### src/rtl/core/foc_cascade_svpwm_controller_macros.svh
// ----------------------------------------------------------------------------
// FOC cascade SVPWM controller assertion macros
// Concurrent check wrappers clocked on clk and disabled during rst.
// ----------------------------------------------------------------------------
`ifndef FOC_CASCADE_SVPWM_CONTROLLER_MACROS_SVH
`define FOC_CASCADE_SVPWM_CONTROLLER_MACROS_SVH
`ifndef SYNTHESIS
// Same-cycle implication.
`define FCS_ASSERT_IMP(lbl, ante, cons, msg) \
  lbl: assert property (@(posedge clk) disable iff (rst) (ante) |-> (cons)) \
    else $error(msg);
// Next-cycle implication.
`define FCS_ASSERT_NXT(lbl, ante, cons, msg) \
  lbl: assert property (@(posedge clk) disable iff (rst) (ante) |=> (cons)) \
    else $error(msg);
`else
`define FCS_ASSERT_IMP(lbl, ante, cons, msg)
`define FCS_ASSERT_NXT(lbl, ante, cons, msg)
`endif
`endif

### src/rtl/core/fcs_pkg.sv
// ----------------------------------------------------------------------------
// FOC cascade SVPWM controller package
// Payload types, register and state codes, fixed-point helpers.
// ----------------------------------------------------------------------------
package fcs_pkg;

  localparam int CordicIterations = 16;
  localparam int AtanEntries      = 24;
  localparam int GainFracBits     = 24;
  localparam int PW               = 72;

  localparam logic signed [33:0] CordicGainQ30 = 34'sd652032874;
  localparam logic signed [35:0] InvSqrt3Q15   = 36'sd18919;
  localparam logic signed [35:0] HalfSqrt3Q15  = 36'sd28378;
  localparam logic signed [35:0] Sqrt3Q15      = 36'sd56756;

  localparam logic [3:0] RegLoopMode     = 4'd0;
  localparam logic [3:0] RegPositionKp   = 4'd1;
  localparam logic [3:0] RegPositionKi   = 4'd2;
  localparam logic [3:0] RegVelocityKp   = 4'd3;
  localparam logic [3:0] RegVelocityKi   = 4'd4;
  localparam logic [3:0] RegCurrentKp    = 4'd5;
  localparam logic [3:0] RegCurrentKi    = 4'd6;
  localparam logic [3:0] RegPwmFullScale = 4'd7;

  localparam logic [1:0] ModePosition = 2'd0;
  localparam logic [1:0] ModeVelocity = 2'd1;
  localparam logic [1:0] ModeTorque   = 2'd2;
  localparam logic [1:0] ModeDisabled = 2'd3;

  localparam logic [1:0] IntegPos = 2'd0;
  localparam logic [1:0] IntegVel = 2'd1;
  localparam logic [1:0] IntegD   = 2'd2;
  localparam logic [1:0] IntegQ   = 2'd3;

  typedef logic signed [PW-1:0] wide_t;

  typedef struct packed {
    logic signed [15:0] phase_u_current;
    logic signed [15:0] phase_v_current;
    logic        [15:0] electrical_angle;
    logic signed [31:0] position_target;
    logic signed [31:0] velocity_target;
    logic signed [15:0] torque_target;
    logic signed [31:0] measured_position;
    logic signed [31:0] measured_velocity;
  } item_t;

  typedef struct packed {
    logic        [15:0] duty_u;
    logic        [15:0] duty_v;
    logic        [15:0] duty_w;
    logic        [2:0]  sector;
    logic signed [15:0] voltage_d;
    logic signed [15:0] voltage_q;
  } result_t;

  typedef struct packed {
    logic               re;
    logic        [1:0]  raddr;
    logic               we;
    logic        [1:0]  waddr;
    logic signed [31:0] wdata;
  } ram_req_t;

  typedef enum logic [5:0] {
    S_IDLE, S_CORDIC,
    S_B1, S_B2, S_B3, S_B4, S_B5, S_B6,
    S_P1, S_P2, S_P3, S_P4, S_P5,
    S_V1, S_V2, S_V3, S_V4, S_T1,
    S_C1, S_C2, S_C3, S_C4, S_C5, S_C6,
    S_I1, S_I2, S_I3, S_I4, S_I5,
    S_Z1, S_Z2, S_Z3, S_Z4, S_Z5, S_Z6, S_Z7, S_Z8,
    S_D1, S_D2, S_D3, S_D4, S_DONE
  } step_t;

  function automatic logic signed [15:0] sat16(input wide_t x);
    if (x > wide_t'(32767)) return 16'sh7fff;
    else if (x < wide_t'(-32768)) return 16'sh8000;
    else return x[15:0];
  endfunction

  function automatic logic signed [31:0] sat32(input wide_t x);
    if (x > wide_t'(64'sh7fffffff)) return 32'sh7fffffff;
    else if (x < -wide_t'(64'sh80000000)) return 32'sh80000000;
    else return x[31:0];
  endfunction

  function automatic wide_t rnd15(input wide_t x);
    return (x + wide_t'(16384)) >>> 15;
  endfunction

  function automatic logic signed [33:0] atan_entry(input logic [4:0] idx);
    case (idx)
      5'd0:  return 34'sh020000000;
      5'd1:  return 34'sh012E4051E;
      5'd2:  return 34'sh009FB385B;
      5'd3:  return 34'sh0051111D4;
      5'd4:  return 34'sh0028B0D43;
      5'd5:  return 34'sh00145D7E1;
      5'd6:  return 34'sh000A2F61E;
      5'd7:  return 34'sh000517C55;
      5'd8:  return 34'sh00028BE53;
      5'd9:  return 34'sh000145F2F;
      5'd10: return 34'sh0000A2F98;
      5'd11: return 34'sh0000517CC;
      5'd12: return 34'sh000028BE6;
      5'd13: return 34'sh0000145F3;
      5'd14: return 34'sh00000A2FA;
      5'd15: return 34'sh00000517D;
      5'd16: return 34'sh0000028BE;
      5'd17: return 34'sh00000145F;
      5'd18: return 34'sh000000A30;
      5'd19: return 34'sh000000518;
      5'd20: return 34'sh00000028C;
      5'd21: return 34'sh000000146;
      5'd22: return 34'sh0000000A3;
      5'd23: return 34'sh000000051;
      default: return '0;
    endcase
  endfunction

endpackage

### src/rtl/core/fcs_div.sv
// ----------------------------------------------------------------------------
// Overmodulation divider
// Restoring division of num * 32768 by den for num <= den, one
// quotient bit per cycle.
// ----------------------------------------------------------------------------
module fcs_div (
  input  logic        clk,
  input  logic        rst,
  input  logic        start,
  input  logic [23:0] num,
  input  logic [24:0] den,
  output logic        done,
  output logic [15:0] quot
);
  import fcs_pkg::*;

  logic        busy;
  logic [3:0]  cnt;
  logic [25:0] rem, rem2;
  logic [24:0] den_r;

  assign rem2 = {rem[24:0], 1'b0};

  always_ff @(posedge clk) begin
    if (rst) begin
      busy <= 1'b0;
      done <= 1'b0;
    end else begin
      done <= 1'b0;
      if (start) begin
        busy <= 1'b1;
      end else if (busy && cnt == 4'd14) begin
        busy <= 1'b0;
        done <= 1'b1;
      end
    end
  end

  always_ff @(posedge clk) begin
    if (start) begin
      den_r <= den;
      cnt   <= '0;
      // integer part is one only when num equals den
      if (25'(num) >= den) begin
        rem  <= 26'(25'(num) - den);
        quot <= 16'd1;
      end else begin
        rem  <= 26'(num);
        quot <= 16'd0;
      end
    end else if (busy) begin
      cnt <= cnt + 1'b1;
      if (rem2 >= 26'(den_r)) begin
        rem  <= rem2 - 26'(den_r);
        quot <= {quot[14:0], 1'b1};
      end else begin
        rem  <= rem2;
        quot <= {quot[14:0], 1'b0};
      end
    end
  end

endmodule
### config.mk
export PLATFORM = sky130hd
export DESIGN_NAME = fcs_div
export DESIGN_NICKNAME = d
export VERILOG_FILES = /design/src/rtl/core/foc_cascade_svpwm_controller_macros.svh /design/src/rtl/core/fcs_pkg.sv /design/src/rtl/core/fcs_div.sv
export SDC_FILE = /design/constraint.sdc
export NUM_CORES = 1
export LEC_CHECK = 0
export BUFFER_PORTS_ARGS = -buffer_cell sky130_fd_sc_hd__buf_2
export CORE_MARGIN = 4
export CORE_UTILIZATION = 50
export DETAILED_ROUTE_END_ITERATION = 6
export PLACE_DENSITY = 0.76
export SLEW_MARGIN = 25
export SYNTH_ARGS = -nofsm -noshare
export SYNTH_HDL_FRONTEND = slang
export SYNTH_SLANG_ARGS = --single-unit
### constraint.sdc
create_clock -name clk -period 3.7 [get_ports clk]
set_clock_uncertainty 0.2 [all_clocks]
set_input_delay 0.185 -clock clk [delete_from_list [all_inputs] [get_ports clk]]
set_output_delay 0.185 -clock clk [all_outputs]
set_load 0.005 [all_outputs]
Word-level counts from Yosys, hierarchy flattened
Cells that the tools add are included.
{ "totals": {"reg_bits": 72, "output_inout_bits": 17, "word_cells": 27} }
{ "classes": {"n_eq_ne": 1, "muxes": 11, "magnitude_cmp": 2, "add_sub_neg": 3, "n_reduce_logical": 4} }
{ "op_table": {"columns": ["cell", "count"], "rows": [
  ["$mux W25", 4],
  ["$mux W16", 2],
  ["$ge A26 B25 Y1", 1],
  ["$ge A24 B25 Y1", 1],
  ["$sub A24 B25 Y25", 1],
  ["$sub A25 B25 Y25", 1],
  ["$mux W1", 5],
  ["$add A4 B1 Y4 const B", 1],
  ["$eq A4 B4 Y1 const B", 1],
  ["$reduce_bool A2 Y1", 2],
  ["$reduce_or A2 Y1", 1],
  ["$logic_and A1 B1 Y1", 1]
]} }

Depth between registers and ports, before layout
Gate-level depths: netlist of run 1.
{ "logic_depth": {"word_depth": 4, "depth_mapped": 12, "depth_no_buf": 11} }

Least setup slack after synthesis of run 1
OpenSTA, ideal clock, no wires.
{ "synth_timing": {"path_type": "register to register", "from": "reg rem[4]", "to": "reg rem[1] (data pin)", "path_slack_ns": 0.728, "path_stages_with_launch": 11, "t_arrival_ns": 2.512, "path_cell_list": "edfxtp_1 ha_1 a21o_1 or3_1 o22a_2 a211oi_4 a221o_2 a21o_1 buf_6 mux2i_1 mux2_2"} }
{ "synth_via": {"elab_chain_len": 4} }
{ "synth_rtl": {"columns": ["element", "line", "source"], "rows": [
  ["start, declared", "fcs_div.sv:19", "logic [25:0] rem, rem2;"],
  ["start signal, assigned", "fcs_div.sv:45", "rem <= 26'(25'(num) - den);"],
  ["start signal, assigned", "fcs_div.sv:48", "rem <= 26'(num);"],
  ["start signal, assigned", "fcs_div.sv:54", "rem <= rem2 - 26'(den_r);"],
  ["$ge A26 B25 Y1", "fcs_div.sv:53", "if (rem2 >= 26'(den_r)) begin"],
  ["$mux W25", "fcs_div.sv:53", null],
  ["$mux W25", "fcs_div.sv:51", "end else if (busy) begin"],
  ["$mux W25", "fcs_div.sv:40", "if (start) begin"]
]} }
No other way between the ends. The select of a mux whose other input is x is not followed.
A chain may end at the register's enable or synchronous reset.

Worst setup path in the final report of run 1
{ "layout_timing": {"from": "reg den_r[0]", "to": "reg rem[4] (data pin)"} }
{ "layout_via": {"elab_chain_len": 4} }
{ "layout_rtl": {"columns": ["element", "line", "source"], "rows": [
  ["start, declared", "fcs_div.sv:20", "logic [24:0] den_r;"],
  ["start signal, assigned", "fcs_div.sv:41", "den_r <= den;"],
  ["$sub A25 B25 Y25 / $ge A26 B25 Y1 (equally long branches)", "fcs_div.sv:54, fcs_div.sv:53", null],
  ["$mux W25 *", "fcs_div.sv:53", null],
  ["$mux W25 *", "fcs_div.sv:51", null],
  ["$mux W25 *", "fcs_div.sv:40", null],
  ["end signal, assigned", "fcs_div.sv:45", null],
  ["end signal, assigned", "fcs_div.sv:54", null],
  ["end signal, assigned", "fcs_div.sv:57", "rem <= rem2;"]
]} }
Every way passes the cells marked *; elsewhere a longest branch is shown, timed or not. The select of a mux whose other input is x is not followed.

==> results of run 1 <==
## registers in the layout (all words and copies together) (netlist names)
signal	cells
den_r	25
rem	25
done	1
quot	16
busy	1
cnt	4
## through the flow
stage | hold WS (ps) | instances
2_1_floorplan | 57.4 | 632
3_3_place_gp | 160 | 832
3_5_place_dp | 168 | 832
4_1_cts | 36.6 | 874
5_1_grt | 69.9 | 874
6_report | 48.5 | 874
## worst max-delay path, delay by kind of cell (launching register included)
| family | cells | cell delay, ps |
|---|---|---|
| DFF | 1 | 460 |
| adders and majority gates | 1 | 450 |
| muxes | 2 | 340 |
| buffers and inverters | 1 | 270 |
| AOI/OAI and AO/OA | 5 | 1310 |
| and+or+nand+nor | 1 | 190 |
## Yosys cell counts (5+ instances only)
| library cell | number | share of area (%) |
|---|---|---|
| inv_1 | 65 | 4.1 |
| nand2_1 | 33 | 2.1 |
| o211ai_1 | 5 | 0.63 |
| or3_1 | 8 | 0.84 |
| nor2_1 | 41 | 2.6 |
| a21o_1 | 16 | 2.0 |
| o21ai_0 | 28 | 2.3 |
| edfxtp_1 | 66 | 33 |
| nand3_1 | 17 | 1.4 |
| o31ai_1 | 5 | 0.63 |
| mux2i_1 | 49 | 8.2 |
| a211oi_1 | 5 | 0.63 |
| ha_1 | 51 | 11 |
| clkbuf_1 | 9 | 0.56 |
| nor3_1 | 6 | 0.50 |
| a21oi_1 | 53 | 4.4 |
| nand4_1 | 10 | 1.0 |
| a21boi_0 | 5 | 0.63 |
| xnor2_1 | 28 | 4.1 |
| o21bai_1 | 6 | 0.75 |
| nor4_1 | 5 | 0.52 |
| nor2b_1 | 21 | 2.2 |
| o21a_1 | 7 | 0.88 |
| a31oi_1 | 5 | 0.52 |
| xor2_1 | 10 | 1.5 |
| dfxtp_1 | 6 | 2.0 |
## what timing repair did
action,CTS,global route
resized for setup,0,0
hold buffers,26,0
buffers inserted,0,0
hold endpoints to repair,27,0
## cells by family after synthesis
group | Yosys count
compound gates | 168
xor+xnor | 38
fa+ha+maj | 53
buf+inv | 85
flops | 72
mux | 51
simple gates | 165
## worst paths after layout
check / from / slack [ps] / to
worst max-delay path: den_r[0] / 220 / rem[4]
worst min-delay path: num[13] / 50 / rem[13]
worst max register to register: den_r[0] / 220 / rem[4]
worst min register to register: cnt[1] / 340 / cnt[1]
## area by class of cell
cell class / instances / area (um^2)
clock inverters: 7 / 77.6
well taps: 143 / 179
fillers: 1002 / 4550
multi-input cells: 475 / 3510
inverters: 65 / 244
repair buffers: 103 / 683
flip-flops and latches: 72 / 2100
clock buffers: 9 / 225
## power by group
group	internal [uW]	total, uW	leakage [uW]	switching [uW]
combinational	1000	2260	0.00225	1260
sequential	1130	1230	0.000716	99.0
clock	527	880	0.000146	352
## per-layer routing
layer	track usage [%]	part of all wire (%)	vias up
met1	29.1	46	2417
met4	7.92	1.7	0
met2	36.0	47	148
met3	2.41	4.5	21
li1	-	-	2506
met5	0	0	-
==> results.toml, run 1 <==
[cells_and_area]
final_core_util_pct = 60.7
areaGrowthSynthToFinish_pct = 17.3
antenna_cells = 0
fin_area_um2 = 7020
final_common_cell = "buf_2"
nets = 831
layout-drive-gt1-share_pct = 14.6
final_cell_mix = "buf_2 (67), edfxtp_1 (66), inv_1 (65)"

[hold_path]
hold_depth = 3
holdCritPathClass = "input pin to flop"

[timing]
slew_viol_final = 0
hold_viol = 0
post-route-period-util_pct = 93.9
tightest_slew_ps = 696
final-setup-viol-count = 0
tns_ps = 0
relSlewSlack_pct = 53.5
fin_crit_ps = 3480
rsz0062_at_grt = "false"
clock.fmax_mhz = 288
fin_ws_ps = 224

[placement]
gp_congestion = 0.940
pre_cts_slack_ps = 276
io_buffers = 68
placed_area_um2 = 6450
dpl.hpwl_um = 11200

[clock_tree]
cts_tree = "yes"
max-clock-path-buffers = 2
clock_latency_ps = 340
cts_root_buffer = "clkbuf_16"
clock_sinks = 72
path_clk_slew_ps = 60
htreeDepth = 3
cts_buffers = 9

[floorplanning]
start_util_pct = 51.7
die_height_um = 117
dieWidth_um = 117
core_area_um2 = 11600
num_rows = 39
dieArea_um2 = 13800
io_pins = 69

[drt]
drt_iter0_drc = 340
drt-pass1-iter-count = 5
postRouteAntennaNets = 0
wl_per_cell_um = 17.1
drcViolationCount = 0
num_vias = 5092
viasPerCell = 5.83
finalWirelength_um = 14900

[setup_path]
critPathKind = "flop to flop"
worstPathArrival_ps = 3350
cp_cell_sequence = "fa_1 -> nand2b_1 -> a21oi_1 -> o22a_2 -> a211oi_4 -> a221o_2 -> a21oi_4 -> buf_4 -> mux2i_1 -> mux2i_1"
reg2reg_depth = 10
cp_max_fo = 9
critPathLaunchType = "flop"
end_kind = "flop"
critPathMostFrequentCell = "mux2i_1"
slowest_stage = "edfxtp_1"
cpPeakStageDelay_ps = 460
required_ps = 3570

[yosys]
synth_mux_area_share_pct = 8.58
synth_top_family_by_area = "compound AO/OA/AOI/OAI gates"
synth_flop_cell = "edfxtp_1"
synth_xor_area_share_pct = 5.57
synth_cells = 632
yosys.area_share.simple_pct = 14.3
synth_fa_ha_area_share_pct = 11.3
synth-compound-area-share_pct = 18.8
syn_nets = 737
seq_area_frac_synth_pct = 35.2
syn_area_um2 = 5980
post_synth.cell_area_avg_um2 = 9.46
synthArstFlopShare_pct = 0
synth_edf_count = 66
synth_cell_types = 69
ys_ff_latch = 72
yosysWarnings = 0

[grt]
track_usage_pct = 21.6
grt_pass1_wl_um = 24500
overflow = 0
grt_max_degree = 42
antenna_found_initial = 0
grt_pass1_vias = 5025

[power]
p_leak_uw = 0.00312
peakVddDrop_mv = 0.253
power_uw = 4370
power_density_nw_per_um2 = 623

[run]
maxCapViolations = 0

[outcome]
status = "completed"
No activity file was read; power rests on OpenSTA's default activity.
==> run 2, diff against run 1 <==
--- a/config.mk
+++ b/config.mk
@@ -10,6 +10,7 @@
 export CORE_UTILIZATION = 50
 export DETAILED_ROUTE_END_ITERATION = 6
 export PLACE_DENSITY = 0.76
+export REMOVE_ABC_BUFFERS = 1
 export SLEW_MARGIN = 25
 export SYNTH_ARGS = -nofsm -noshare
 export SYNTH_HDL_FRONTEND = slang
==> run 2 against run 1 <==
Wire length increased by 3.7%. Register-to-register slack improved by 40 ps. Sequential cell count unchanged. Count of clock-buffer cells in the layout unchanged. Setup slack improved by 4.9 ps. Total power increased by 2.0%. Non-clock buffer count decreased by 4. Critical path type is now input pin to flop. Largest cell class unchanged.
==> results.toml, run 2 (synthesis results as in run 1) <==
[power]
seq_power_share_pct = 27.6
swShare_pct = 38.8
p_comb_share_pct = 51.7
p_int_uw = 2730
power_uw = 4460
peakVddDrop_mv = 0.246
p_leak_uw = 0.00311
power_switching_uw = 1730
pwr-share-clk_pct = 20.7
power_density_nw_per_um2 = 636

[setup_path]
worstPathArrival_ps = 3330
required_ps = 3560
reg2reg_from = "rem[4]"
cpPeakStageDelay_ps = 560
critPathLaunchType = "input pin"
critPathKind = "input pin to flop"
worstReg2RegEnd = "rem[1]"
cp-endpoint = "rem[4]"
reg2reg_depth = 9
reg2reg_slack_ps = 260
end_kind = "flop"
cp_cell_sequence = "dlygate4sd3_1 -> buf_2 -> inv_1 -> ha_1 -> nor2b_1 -> o2111ai_1 -> nand4_1 -> nand4_1 -> a21oi_1 -> or3_1 -> buf_12 -> mux2i_1 -> mux2i_1"
crit_path_start = "den[1]"
slowest_stage = "dlygate4sd3_1"
cp_max_fo = 16

[floorplanning]
dieArea_um2 = 13800
die_height_um = 117
num_rows = 39
dieWidth_um = 117
core_area_um2 = 11600
io_pins = 69
start_util_pct = 51.7

[clock_tree]
clock_sinks = 72
postCtsSetupBuffers = 0
path_clk_slew_ps = 60
cts_buffers = 9
max-clock-path-buffers = 2
clock_latency_ps = 340
cts_tree = "yes"
cts_root_buffer = "clkbuf_16"
htreeDepth = 3

[timing]
holdWs_ps = 37.2
hold_viol = 0
rsz0062_at_grt = "false"
tightest_slew_ps = 677
slew_viol_final = 0
final-setup-viol-count = 0
post-route-period-util_pct = 93.8
fin_crit_ps = 3470
clock.fmax_mhz = 288
relSlewSlack_pct = 54.7
fin_ws_ps = 229
tns_ps = 0

[run]
maxCapViolations = 0

[drt]
drt_iter0_drc = 421
finalWirelength_um = 15500
wl_per_cell_um = 17.8
drcViolationCount = 0
num_vias = 5122
viasPerCell = 5.89
drt-pass1-iter-count = 5
postRouteAntennaNets = 0

[cells_and_area]
top_regs = "den_r (25), rem (25), quot (16)"
layout-drive-gt1-share_pct = 14.0
final_common_cell = "buf_2"
antenna_cells = 0
fin_area_um2 = 7010
areaGrowthSynthToFinish_pct = 17.2
final_cell_mix = "buf_2 (67), edfxtp_1 (66), inv_1 (65)"
nets = 827

[grt]
overflow = 0
grt_pass1_wl_um = 25100
grt_pass1_vias = 5083
grt_max_degree = 50
antenna_found_initial = 0
track_usage_pct = 22.2

[placement]
dpl.hpwl_um = 11500
pre_cts_slack_ps = 313
placed_area_um2 = 6430
gp_congestion = 0.917
io_buffers = 68

[outcome]
status = "completed"

[hold_path]
holdCritPathClass = "input pin to flop"
run 2: what timing repair did:
| action | 4_1_cts | 5_1_grt |
|---|---|---|
| resized for setup | 0 | 0 |
| endpoints found under the hold margin | 27 | 0 |
| hold buffers | 26 | 0 |
run 2: per-layer routing:
metal	GRT usage (%)	up-vias	wire, um	part of all wire (%)
li1	-	2507	-	-
met1	27.6	2382	6580	43
met2	38.7	204	7570	49
met3	3.71	29	971	6.3
met4	8.14	0	342	2.2
met5	0	-	0	0
run 2: final cells by class:
cell class / instances / area, um^2
Clock buffer: 9 / 225
Clock inverter: 7 / 86.3
Fill cell: 965 / 4560
Inverter: 65 / 244
Multi-Input combinational cell: 475 / 3510
Sequential cell: 72 / 2100
Tap cell: 143 / 179
Timing Repair Buffer: 99 / 666
run 2: worst min path at each step:
stage	from	end	slack, ps	cells after the start
CTS	num[12]	rem[12]	30	3
global placement	rst	busy	160	2
finish	num[9]	rem[9]	40	3
detailed placement	rst	busy	170	2
global route	num[18]	rem[18]	60	3
floorplan	rst	busy	60	1
run 2: worst max-delay path, delay by kind of cell:
family / cells / cell delay [ps]
buffers and inverters: 4 / 980
AND/OR/NAND/NOR: 4 / 1100
AO/OA/AOI/OAI: 2 / 430
multiplexers: 2 / 340
adder cells (fa/ha/maj): 1 / 280
run 2: power by group through the flow:
stage                     Sequential [uW]  Combinational (uW)  Clock (uW)
after global placement               1230                2180           0
after CTS                            1230                2270         933
final                                1230                2300         923
after global routing                 1250                2530         973
after floorplan                      1210                1680           0
after detailed placement             1240                2230           0
run 2: through the flow:
stage | util [%] | std cells
3_3_place_gp | 55.6 | 828
6_report | 60.6 | 870
5_1_grt | 60.6 | 870
3_5_place_dp | 55.6 | 828
4_1_cts | 60.6 | 870
2_1_floorplan | - | 612
