[config.mk]
export PLATFORM = sky130hd
export DESIGN_NAME = fcs_cordic
export DESIGN_NICKNAME = d
export VERILOG_FILES = /design/src/rtl/core/foc_cascade_svpwm_controller_macros.svh /design/src/rtl/core/fcs_pkg.sv /design/src/rtl/core/fcs_cordic.sv
export SDC_FILE = /design/constraint.sdc
export NUM_CORES = 1
export LEC_CHECK = 0
export ABC_CLOCK_PERIOD_IN_PS = 8450
export BUFFER_PORTS_ARGS = -buffer_cell sky130_fd_sc_hd__buf_2
export CAP_MARGIN = 15
export CORE_ASPECT_RATIO = 0.8
export CORE_UTILIZATION = 45
export CTS_BUF_LIST = sky130_fd_sc_hd__clkbuf_16
export DETAILED_ROUTE_END_ITERATION = 16
export PLACE_DENSITY = 0.6
export SYNTH_ARGS = -nofsm -noshare
export SYNTH_HDL_FRONTEND = slang
export SYNTH_SLANG_ARGS = --single-unit
[constraint.sdc]
create_clock -name clk -period 8.45 [get_ports clk]
set_input_delay 0.4225 -clock clk [delete_from_list [all_inputs] [get_ports clk]]
set_output_delay 0.4225 -clock clk [all_outputs]
set_load 0.02 [all_outputs]
[src/rtl/core/foc_cascade_svpwm_controller_macros.svh]
// ----------------------------------------------------------------------------
// FOC cascade SVPWM controller assertion macros
// Concurrent check wrappers clocked on clk and disabled during rst.
// ----------------------------------------------------------------------------
`ifndef FOC_CASCADE_SVPWM_CONTROLLER_MACROS_SVH
`define FOC_CASCADE_SVPWM_CONTROLLER_MACROS_SVH
`ifndef SYNTHESIS
// Same-cycle implication.
`define FCS_ASSERT_IMP(lbl, ante, cons, msg) \
  lbl: assert property (@(posedge clk) disable iff (rst) (ante) |-> (cons)) \
    else $error(msg);
// Next-cycle implication.
`define FCS_ASSERT_NXT(lbl, ante, cons, msg) \
  lbl: assert property (@(posedge clk) disable iff (rst) (ante) |=> (cons)) \
    else $error(msg);
`else
`define FCS_ASSERT_IMP(lbl, ante, cons, msg)
`define FCS_ASSERT_NXT(lbl, ante, cons, msg)
`endif
`endif

[src/rtl/core/fcs_pkg.sv]
// ----------------------------------------------------------------------------
// FOC cascade SVPWM controller package
// Payload types, register and state codes, fixed-point helpers.
// ----------------------------------------------------------------------------
package fcs_pkg;

  localparam int CordicIterations = 16;
  localparam int AtanEntries      = 24;
  localparam int GainFracBits     = 24;
  localparam int PW               = 72;

  localparam logic signed [33:0] CordicGainQ30 = 34'sd652032874;
  localparam logic signed [35:0] InvSqrt3Q15   = 36'sd18919;
  localparam logic signed [35:0] HalfSqrt3Q15  = 36'sd28378;
  localparam logic signed [35:0] Sqrt3Q15      = 36'sd56756;

  localparam logic [3:0] RegLoopMode     = 4'd0;
  localparam logic [3:0] RegPositionKp   = 4'd1;
  localparam logic [3:0] RegPositionKi   = 4'd2;
  localparam logic [3:0] RegVelocityKp   = 4'd3;
  localparam logic [3:0] RegVelocityKi   = 4'd4;
  localparam logic [3:0] RegCurrentKp    = 4'd5;
  localparam logic [3:0] RegCurrentKi    = 4'd6;
  localparam logic [3:0] RegPwmFullScale = 4'd7;

  localparam logic [1:0] ModePosition = 2'd0;
  localparam logic [1:0] ModeVelocity = 2'd1;
  localparam logic [1:0] ModeTorque   = 2'd2;
  localparam logic [1:0] ModeDisabled = 2'd3;

  localparam logic [1:0] IntegPos = 2'd0;
  localparam logic [1:0] IntegVel = 2'd1;
  localparam logic [1:0] IntegD   = 2'd2;
  localparam logic [1:0] IntegQ   = 2'd3;

  typedef logic signed [PW-1:0] wide_t;

  typedef struct packed {
    logic signed [15:0] phase_u_current;
    logic signed [15:0] phase_v_current;
    logic        [15:0] electrical_angle;
    logic signed [31:0] position_target;
    logic signed [31:0] velocity_target;
    logic signed [15:0] torque_target;
    logic signed [31:0] measured_position;
    logic signed [31:0] measured_velocity;
  } item_t;

  typedef struct packed {
    logic        [15:0] duty_u;
    logic        [15:0] duty_v;
    logic        [15:0] duty_w;
    logic        [2:0]  sector;
    logic signed [15:0] voltage_d;
    logic signed [15:0] voltage_q;
  } result_t;

  typedef struct packed {
    logic               re;
    logic        [1:0]  raddr;
    logic               we;
    logic        [1:0]  waddr;
    logic signed [31:0] wdata;
  } ram_req_t;

  typedef enum logic [5:0] {
    S_IDLE, S_CORDIC,
    S_B1, S_B2, S_B3, S_B4, S_B5, S_B6,
    S_P1, S_P2, S_P3, S_P4, S_P5,
    S_V1, S_V2, S_V3, S_V4, S_T1,
    S_C1, S_C2, S_C3, S_C4, S_C5, S_C6,
    S_I1, S_I2, S_I3, S_I4, S_I5,
    S_Z1, S_Z2, S_Z3, S_Z4, S_Z5, S_Z6, S_Z7, S_Z8,
    S_D1, S_D2, S_D3, S_D4, S_DONE
  } step_t;

  function automatic logic signed [15:0] sat16(input wide_t x);
    if (x > wide_t'(32767)) return 16'sh7fff;
    else if (x < wide_t'(-32768)) return 16'sh8000;
    else return x[15:0];
  endfunction

  function automatic logic signed [31:0] sat32(input wide_t x);
    if (x > wide_t'(64'sh7fffffff)) return 32'sh7fffffff;
    else if (x < -wide_t'(64'sh80000000)) return 32'sh80000000;
    else return x[31:0];
  endfunction

  function automatic wide_t rnd15(input wide_t x);
    return (x + wide_t'(16384)) >>> 15;
  endfunction

  function automatic logic signed [33:0] atan_entry(input logic [4:0] idx);
    case (idx)
      5'd0:  return 34'sh020000000;
      5'd1:  return 34'sh012E4051E;
      5'd2:  return 34'sh009FB385B;
      5'd3:  return 34'sh0051111D4;
      5'd4:  return 34'sh0028B0D43;
      5'd5:  return 34'sh00145D7E1;
      5'd6:  return 34'sh000A2F61E;
      5'd7:  return 34'sh000517C55;
      5'd8:  return 34'sh00028BE53;
      5'd9:  return 34'sh000145F2F;
      5'd10: return 34'sh0000A2F98;
      5'd11: return 34'sh0000517CC;
      5'd12: return 34'sh000028BE6;
      5'd13: return 34'sh0000145F3;
      5'd14: return 34'sh00000A2FA;
      5'd15: return 34'sh00000517D;
      5'd16: return 34'sh0000028BE;
      5'd17: return 34'sh00000145F;
      5'd18: return 34'sh000000A30;
      5'd19: return 34'sh000000518;
      5'd20: return 34'sh00000028C;
      5'd21: return 34'sh000000146;
      5'd22: return 34'sh0000000A3;
      5'd23: return 34'sh000000051;
      default: return '0;
    endcase
  endfunction

endpackage

[src/rtl/core/fcs_cordic.sv]
// ----------------------------------------------------------------------------
// Iterative CORDIC
// One rotation step per cycle; gives Q1.15 sine and cosine of a
// 16-bit angle.
// ----------------------------------------------------------------------------
module fcs_cordic (
  input  logic               clk,
  input  logic               rst,
  input  logic               start,
  input  logic        [15:0] angle,
  output logic               done,
  output logic signed [15:0] cos_q15,
  output logic signed [15:0] sin_q15
);
  import fcs_pkg::*;

  localparam int Steps = (CordicIterations < AtanEntries) ? CordicIterations : AtanEntries;
  localparam int IW    = $clog2(Steps);
  localparam int AW    = $clog2(AtanEntries);
  localparam logic [IW-1:0] LastIter = IW'(Steps - 1);

  logic               busy;
  logic [IW-1:0]      iter;
  logic signed [33:0] x, y, z;
  logic               flip;
  logic signed [33:0] z0, z_raw, x_f, y_f, x_r, y_r, atan_v;
  logic               flip0;

  always_comb begin
    z_raw = 34'(signed'({angle, 16'h0000}));
    z0    = z_raw;
    flip0 = 1'b0;
    if (z_raw > 34'sh040000000) begin
      z0    = z_raw - 34'sh080000000;
      flip0 = 1'b1;
    end else if (z_raw < -34'sh040000000) begin
      z0    = z_raw + 34'sh080000000;
      flip0 = 1'b1;
    end
    atan_v = atan_entry(AW'(iter));
    x_f    = flip ? -x : x;
    y_f    = flip ? -y : y;
    x_r    = (x_f + 34'sd16384) >>> 15;
    y_r    = (y_f + 34'sd16384) >>> 15;
    if (x_r > 34'sd32767) cos_q15 = 16'sd32767;
    else if (x_r < -34'sd32767) cos_q15 = -16'sd32767;
    else cos_q15 = x_r[15:0];
    if (y_r > 34'sd32767) sin_q15 = 16'sd32767;
    else if (y_r < -34'sd32767) sin_q15 = -16'sd32767;
    else sin_q15 = y_r[15:0];
  end

  always_ff @(posedge clk) begin
    if (rst) begin
      busy <= 1'b0;
      done <= 1'b0;
    end else begin
      done <= 1'b0;
      if (start) begin
        busy <= 1'b1;
      end else if (busy && iter == LastIter) begin
        busy <= 1'b0;
        done <= 1'b1;
      end
    end
  end

  always_ff @(posedge clk) begin
    if (start) begin
      x    <= CordicGainQ30;
      y    <= '0;
      z    <= z0;
      flip <= flip0;
      iter <= '0;
    end else if (busy) begin
      if (z >= 0) begin
        x <= x - (y >>> iter);
        y <= y + (x >>> iter);
        z <= z - atan_v;
      end else begin
        x <= x + (y >>> iter);
        y <= y - (x >>> iter);
        z <= z + atan_v;
      end
      iter <= iter + 1'b1;
    end
  end

endmodule

# After elaboration in Yosys (flattened, before gate mapping)
# Memory sizes are Yosys's and may differ from the RTL's. A register that Yosys moved wholly into a read port is not among the register bits.
# Cells that the tools add are included.
# op_classes
shift,2
reduce_logical,4
add_sub_neg,13
mux,19
eq_ne,1
order_cmp,7
# op_table
op,n
$mux 34,9
$add 34x34->34,3
$sub 34x34->34,3
$add 34x16->34 const B,2
$neg 34->34,2
$sshr 34x4->34,2
$mux 16,4
$gt 19x16->1 const B,2
$lt 19x16->1 const B,2
$add 32x33->34 const B,1
$ge 34x1->1 const B,1
$sub 32x33->34 const B,1
$gt 32x32->1 const B,1
$lt 32x31->1 const B,1
$mux 4,2
$add 4x1->4 const B,1
$eq 4x4->1 const B,1
$mux 1,4
$reduce_bool 2->1,2
$reduce_or 2->1,1
$logic_and 1x1->1,1
# totals
out_inout_bits,33
romBits,480
reg_bits,109
memories,1
word_cells,54
# memory_table
name,words,width,read_ports,rd_ports_with_merged_regs,write_ports,line,source
(name not given),16,30,1,1,0,fcs_pkg.sv:94,case (idx)

# Longest topological paths before layout
# Gate-level depths: netlist of run 1.
# depth
ltp_word,6
ltp_mapped,28

# Least setup slack after synthesis of run 1
# No wires, ideal clock.
# synth_path
kind,register -> register
from,register iter[2]
to,register x[33]
path_buffers,6
setup_ps,71
path_stages_with_launch,27
required_ps,8379
slack_ps,2299
arrival_time_ps,6081
path_cell_list,dfxtp_1 > buf_2 > buf_2 > buf_2 > buf_2 > buf_1 > mux2_2 > mux4_2 > o21ai_0 > ha_1 > inv_1 > a211oi_1 > nand2_1 > o21ai_0 > xnor2_1 > ha_1 > clkbuf_1 > nand4_1 > or3_1 > a2111oi_0 > or3_1 > nand4b_1 > a21oi_1 > o311ai_0 > nor3b_1 > or4_1 > a21oi_1
# synth_between
elab_chain_len,3
elab_cells_between_ends,4
# synth_rtl
element,line,source
from (decl),fcs_cordic.sv:23,logic [IW-1:0] iter;
from (signal assigned),fcs_cordic.sv:85,iter <= iter + 1'b1;
$sshr 34x4->34 (*),"fcs_cordic.sv:77, fcs_cordic.sv:81",
$add 34x34->34 or $sub 34x34->34 (tied branches),"fcs_cordic.sv:81, fcs_cordic.sv:77",
$mux 34 (*),fcs_cordic.sv:76,if (z >= 0) begin
to (signal assigned),fcs_cordic.sv:70,x <= CordicGainQ30;
to (signal assigned),fcs_cordic.sv:77,x <= x - (y >>> iter);
to (signal assigned),fcs_cordic.sv:81,x <= x + (y >>> iter);
to (decl),fcs_cordic.sv:24,"logic signed [33:0] x, y, z;"
# Mark *: on every way between the ends. The rest lies on a longest branch, timed or not.
# A chain may end at the register's enable or synchronous reset.

# Worst setup path in the final report of run 1
# layout_path
from,register iter[1]
to,register y[32]
# layout_between
elab_chain_len,3
elab_cells_between_ends,4
# layout_rtl
element,line,source
$sshr 34x4->34 (*),"fcs_cordic.sv:78, fcs_cordic.sv:82",
$sub 34x34->34 or $add 34x34->34 (tied branches),"fcs_cordic.sv:82, fcs_cordic.sv:78",
$mux 34 (*),fcs_cordic.sv:76,
to (signal assigned),fcs_cordic.sv:78,y <= y + (x >>> iter);
to (signal assigned),fcs_cordic.sv:82,y <= y - (x >>> iter);
to (decl),fcs_cordic.sv:24,
# Marks and branches as above.

==> results of run 1 <==
[power by group through the flow]
stage	sequential, mW	combinational (mW)	clock, mW
final	1.41	7.39	0.794
after global routing	1.43	8.19	0.835
after CTS	1.40	7.25	0.808
after floorplan	1.09	5.89	0
after global placement	1.41	7.13	0
after detailed placement	1.41	7.21	0
[final timing paths]
kind / from / to / slack, ns
max reg2reg: iter[1]$_SDFFE_PP0P_ / y[32]$_SDFFE_PP0P_ / 1.60
min: rst / busy$_SDFFE_PP0P_ / 0.13
min reg2reg: x[0]$_SDFFE_PP0P_ / x[0]$_SDFFE_PP0P_ / 0.54
max: iter[1]$_SDFFE_PP0P_ / y[32]$_SDFFE_PP0P_ / 1.60
[layout make-up]
cell class / count / area, µm² / area share [%]
clock buffers: 18 / 450 / 2.27
clock inverters: 14 / 146 / 0.739
inverters: 65 / 244 / 1.23
multi-input cells: 2057 / 14600 / 73.7
flip-flops and latches: 139 / 3150 / 15.9
well taps: 544 / 681 / 3.44
repair buffers: 85 / 533 / 2.69
[state kept, by name, indices dropped and copies added, names as in the netlist]
register,cells
y,34
atan_v,30
flip,1
z,34
iter,4
done,1
x,34
busy,1
[metal layers]
layer / vias up / track usage, %
met3: 78 / 8.68
met2: 709 / 36.0
met1: 8740 / 43.0
met5: - / 0
li1: 8943 / -
met4: 0 / 6.44
[cell families (layout without fill, tap and decap cells)]
kind of cell | count (synthesis) | count (layout) | share of synthesized area [%]
adders and majority gates | 117 | 117 | 7.93
DFF | 139 | 139 | 16.8
buffers and inverters | 222 | 182 | 5.04
xor gates and xnor gates | 220 | 220 | 10.3
and+or+nand+nor | 796 | 796 | 20.7
muxes | 175 | 175 | 13.0
AOI/OAI and AO/OA | 749 | 749 | 26.2
[cells in the final DEF (no fill, tap or decap), types with 19 or more instances in the layout]
cell and count:
dfxtp_1 99, nor3_1 50, xor2_1 92, nor2_1 223
and3_1 22, a211oi_1 33, nor2b_1 21, a21o_1 50
o21ai_0 192, nor4_1 21, a21oi_1 171, mux2_2 45
buf_2 50, nand2_1 230, o211ai_1 22, o31ai_1 42
mux4_2 41, nand2b_1 26, nand4_1 28, edfxtp_1 35
or2_2 19, or3_1 22, and2_1 22, ha_1 112
xnor2_1 128, mux2i_1 81, buf_4 34, a31oi_1 28
inv_1 60, nand3_1 53, o22ai_1 19, o21a_1 30
[through the flow]
| stage | util, % | power [mW] | hold WS (ns) |
|---|---|---|---|
| global route | 48.5 | 10.4 | 0.123 |
| detailed placement | 47.0 | 8.61 | 0.524 |
| global placement | 47.0 | 8.54 | 0.512 |
| finish | 48.5 | 9.60 | 0.134 |
| floorplan | - | 6.98 | 0.487 |
| CTS | 48.5 | 9.46 | 0.112 |
==> reports/qor.yml, run 1 <==
outcome: "finished, final reports clean"
drc_errors: 0
cp_max_fo: 44
stdcell_count: 2922
synth_fp_nets: 2552
fin_ws_ns: 1.60
vdd_ir_drop_max_mv: 0.252
rsz0062_at_grt: "false"
synthTopCellsByCount: "230 x nand2_1, 223 x nor2_1, 192 x o21ai_0, 171 x a21oi_1, 128 x xnor2_1"
drive_above_1_share_pct: 10.8
post-place-ws_ns: 1.66
start_util_pct: 45.8
p_sw_mw: 5.11
combPwrFrac_pct: 77.0
ioPinCount: 52
ys.flop_type: "dfxtp_1"
place_area_mm2: 0.0192
cap_viol_max_count: 0
grt_overflow_total: 0
hold_depth: 2
yosys-top-cells-area: "dfxtp_1 11%, ha_1 7.5%, xnor2_1 6.0%, edfxtp_1 5.6%, o21ai_0 5.1%"
root_buffer: "clkbuf_16"
worstPathRequired_ns: 8.80
setup_viol: 0
numCtsBuffers: 17
synth_area_mm2: 0.0187
cts_max_level: 4
internal_power_mw: 4.49
postCtsSetupRepairBufs: 0
finClkSkew_ns: 0.0144
synthToLayoutAreaGrowth_pct: 6.03
nets: 2499
grt_usage_pct: 27.8
cp_top_family: "compound AO/OA/AOI/OAI gates"
first_pass_iters: 5
clkSlewWorstSetupHoldPaths_ns: 0.07
crit_type: "flop to flop"
routed-wl-met3_mm: 6.25
worst_pin_slew_ns: 1.13
wl_met2_mm: 22.7
worst-path-buf-inv: 1
ys_warn_count: 0
crit_cells: 20
ys_async_sr_fraction_pct: 0
fmax_ghz: 0.146
p_leak_nw: 7.88
synth_seq_cells: 139
die_h_um: 184
num_rows: 66
route.vias.total: 18500
postCtsHoldBufs: 0
start_kind: "flop"
cp.arrival_ns: 7.20
finalCritPeriodShare_pct: 81.0
slew_headroom_pct: 23.9
drt_iter0_markers: 1960
fillers: 4067
crit_path_end_kind: "flop"
die_w_um: 230
grt_max_degree: 65
dp_cells: 2889
seq_power_share_pct: 14.7
cts_buffer_depth: 2
layout_min_cycle_time_ns: 6.85
antenna_cells: 0
grt_pass1_vias: 16300
hp-class: "input port to flop"
highest_layer: "met4"
grt_pass1_wl_mm: 92.8
syn_inst: 2418
clk-insertion-delay-late_ns: 0.46
gp_congestion: 0.930
hold_violations: 0
maxSlewViolCount: 0
synth_edf_count: 35
synth.top_cell.area_share_pct: 11.1
path_cells: "buf_4 > mux4_2 > mux2i_1 > or4bb_1 > a21oi_1 > nand4_1 > or2_2 > o21ai_0 > xnor2_1 > ha_1 > nand3_1 > nor3_1 > a2111oi_0 > o211a_1 > a211oi_1 > o21ai_0 > nand3_1 > o311ai_0 > mux2_2 > a221o_1"
grt_antenna_before_repair: 0
max_stage_delay_ns: 0.75
power_frac_clock_pct: 8.3
wl_mm: 59.8
port_buffers: 51
synth_seq_area_share_pct: 16.8
cts_tree: "built"
reg2reg_depth: 20
wl_met1_mm: 29.7
powerDensity_mw_per_mm2: 485
synth_top_area_cell: "dfxtp_1"
syn_area_per_cell_um2: 7.72
wl_per_cell_um: 20.5
synth.most_common_cell: "nand2_1"
clock_sinks: 139
netSwitchingFraction_pct: 53.2
stdcell_area_mm2: 0.0198
tns_ns: 0
core_mm2: 0.0408
cp_slowest_cell: "dfxtp_4"
cts_resized: 0
vias_per_cell: 6.32
hpwl_mm: 45.3
die_area_mm2: 0.0423
yosysUniqueCellTypes: 101
antenna_left: 0
(Power assumes the default switching activity.)
==> run 2: changes to the inputs <==
ABC_CLOCK_PERIOD_IN_PS = 5900   (was 8450)
PLACE_DENSITY = 0.62   (was 0.6)
clock period = 5.9 ns   (was 8.45 ns; I/O delays follow)
==> reports/qor.yml, run 2 (same netlist as run 1, synthesis figures left out) <==
rsz0062_at_grt: "false"
layout.cells.most_common_list: "230 x nand2_1, 222 x nor2_1, 214 x buf_4"
cp_max_fo: 16  # -64%
final_common_cell: "nand2_1"
maxSlewViolCount: 0  # unchanged
grt_max_degree: 86  # +32%
cts_tree: "built"
worst-path-buf-inv: 2  # +1
hpwl_mm: 51.3  # +13%
powerDensity_mw_per_mm2: 698  # +44%
vdd_ir_drop_max_mv: 0.404  # +60%
fmax_ghz: 0.177  # +21%
synthToLayoutAreaGrowth_pct: 13.9
p_leak_nw: 8.78  # +11%
outcome: "finished, final reports clean"
fin_ws_ns: 0.239  # -1.36 ns
root_buffer: "clkbuf_16"
grt_usage_pct: 30.5  # +2.7 points
layout_min_cycle_time_ns: 5.66  # -1.19 ns
grt_antenna_before_repair: 0  # unchanged
grt_overflow_total: 0  # unchanged
cp_slowest_cell: "mux4_1"
nets: 2684  # +7.4%
r2r-start: "iter[1]$_SDFFE_PP0P_"
finClkSkew_ns: 0.0162  # +0.00182 ns
grt_pass1_vias: 17500  # +7.1%
port_buffers: 51  # unchanged
slew_headroom_pct: 35.6  # +12 points
ioPinCount: 52  # unchanged
reg2reg_depth: 19  # -5.0%
hold_start: "angle[7]"
cts_buffer_depth: 2  # unchanged
reg_top3: "x (34), y (34), z (34)"
cap_viol_max_count: 0  # unchanged
drt_iter0_markers: 2076  # +5.9%
antenna_left: 0  # unchanged
wl_per_cell_um: 21.3  # +4.1%
worst_pin_slew_ns: 0.965  # -0.166 ns
crit_type: "flop to flop"
cp_top_family: "compound AO/OA/AOI/OAI gates"
vias_per_cell: 6.29  # -0.56%
worstPathRequired_ns: 6.26  # -2.54 ns
post-place-ws_ns: 0.108  # -1.55 ns
hold_violations: 0  # unchanged
die_h_um: 184  # unchanged
r2r-end: "y[32]$_SDFFE_PP0P_"
start_kind: "flop"
crit_path_end_kind: "flop"
drc_errors: 0  # unchanged
ff2ff_setup_slack_ns: 0.24  # -1.36 ns
start_util_pct: 45.8  # unchanged
route.vias.total: 19500  # +5.7%
crit_top_cell: "o21ai_0"
clkSlewWorstSetupHoldPaths_ns: 0.07  # about the same
max_stage_delay_ns: 0.62  # -0.13 ns
path_cells: "buf_12 > mux4_1 > mux4_2 > a211o_1 > a21oi_1 > nand4_1 > or2_2 > buf_4 > o21ai_0 > xnor2_1 > ha_1 > a2111oi_2 > o211a_1 > a211oi_1 > o21ai_0 > nand3_1 > o311ai_1 > mux2_2 > a221o_1"
cp.arrival_ns: 6.02  # -1.18 ns
gp_congestion: 0.992  # +6.7%
hold_depth: 3  # +1
die_w_um: 230  # unchanged
clock_sinks: 139  # unchanged
holdPathEnd: "z[23]$_DFFE_PP_"
antenna_cells: 0  # unchanged
clk-insertion-delay-late_ns: 0.47  # about the same
drive_above_1_share_pct: 17.9  # +7.0 points
first_pass_iters: 5  # unchanged
setup_viol: 0  # unchanged
num_rows: 66  # unchanged
wl_mm: 66.2  # +11%
grt_pass1_wl_mm: 101  # +9.0%
core_mm2: 0.0408  # unchanged
cts_max_level: 4  # unchanged
finalCritPeriodShare_pct: 96.0  # +15 points
holdWs_ns: 0.125  # -0.00975 ns
hp-class: "input port to flop"
numCtsBuffers: 17  # unchanged
die_area_mm2: 0.0423  # unchanged
## run 2: cell type report
| class | instances | area, µm² |
|---|---|---|
| Timing Repair Buffer | 270 | 1970 |
| Sequential cell | 139 | 3140 |
| Inverter | 65 | 244 |
| Tap cell | 544 | 681 |
| Fill cell | 3976 | 19500 |
| Clock inverter | 15 | 136 |
| Multi-Input combinational cell | 2057 | 14700 |
| Clock buffer | 17 | 425 |
## run 2: stage by stage
step           cell area (µm²)  util [%]  power, mW  setup TNS [ns]  cells
3_5_place_dp             20500      50.4       13.4               0   3065
3_3_place_gp             20500      50.4       13.2               0   3065
6_report                 21300      52.2       14.8               0   3107
4_1_cts                  21100      51.8       14.5               0   3098
5_1_grt                  21300      52.2       16.0               0   3107
2_1_floorplan            18700         -       10.0         -0.0328   2418
## run 2: worst max path at each step
| stage | cells past startpoint | from | slack, ns | to |
|---|---|---|---|---|
| floorplan | 26 | iter[2]$_SDFFE_PP0P_ | -0.03 | x[33]$_SDFFE_PP0P_ |
| global placement | 22 | iter[2]$_SDFFE_PP0P_ | 0.16 | x[33]$_SDFFE_PP0P_ |
| detailed placement | 22 | iter[2]$_SDFFE_PP0P_ | 0.11 | x[33]$_SDFFE_PP0P_ |
| CTS | 22 | iter[2]$_SDFFE_PP0P_ | 0.05 | x[33]$_SDFFE_PP0P_ |
| global route | 11 | x[4]$_SDFFE_PP0P_ | 0.006 | cos_q15[7] |
| finish | 19 | iter[1]$_SDFFE_PP0P_ | 0.24 | y[32]$_SDFFE_PP0P_ |
## run 2: worst reg2reg max path, cell delays in order (launching register included)
cell,delay (ns)
dfxtp_4,0.47
buf_12,0.20
mux4_1,0.62
mux4_2,0.57
a211o_1,0.30
a21oi_1,0.13
nand4_1,0.16
or2_2,0.37
buf_4,0.14
o21ai_0,0.21
xnor2_1,0.17
ha_1,0.32
a2111oi_2,0.32
o211a_1,0.21
a211oi_1,0.10
o21ai_0,0.22
nand3_1,0.15
o311ai_1,0.29
mux2_2,0.37
a221o_1,0.25
## run 2: layer usage
layer	GRT usage [%]	wire, µm	vias to the layer above
met5	0	0	-
met4	6.09	801	0
met3	6.65	6340	43
met2	41.6	25900	867
met1	47.6	33200	9336
li1	-	-	9283
## run 2: timing repair
action | 4_1_cts | 5_1_grt
setup endpoints to repair | 0 | 13
setup buffers | 0 | 8
gates resized for setup | 0 | 28
hold buffers | 1 | 0
endpoints found under the hold margin | 1 | 0
## run 2: power by group
group	internal, mW	switching, mW	leakage (nW)	total (mW)
Combinational	5.15	6.89	7.30	12.0
Clock	0.584	0.495	0.267	1.08
Sequential	1.36	0.367	1.22	1.72
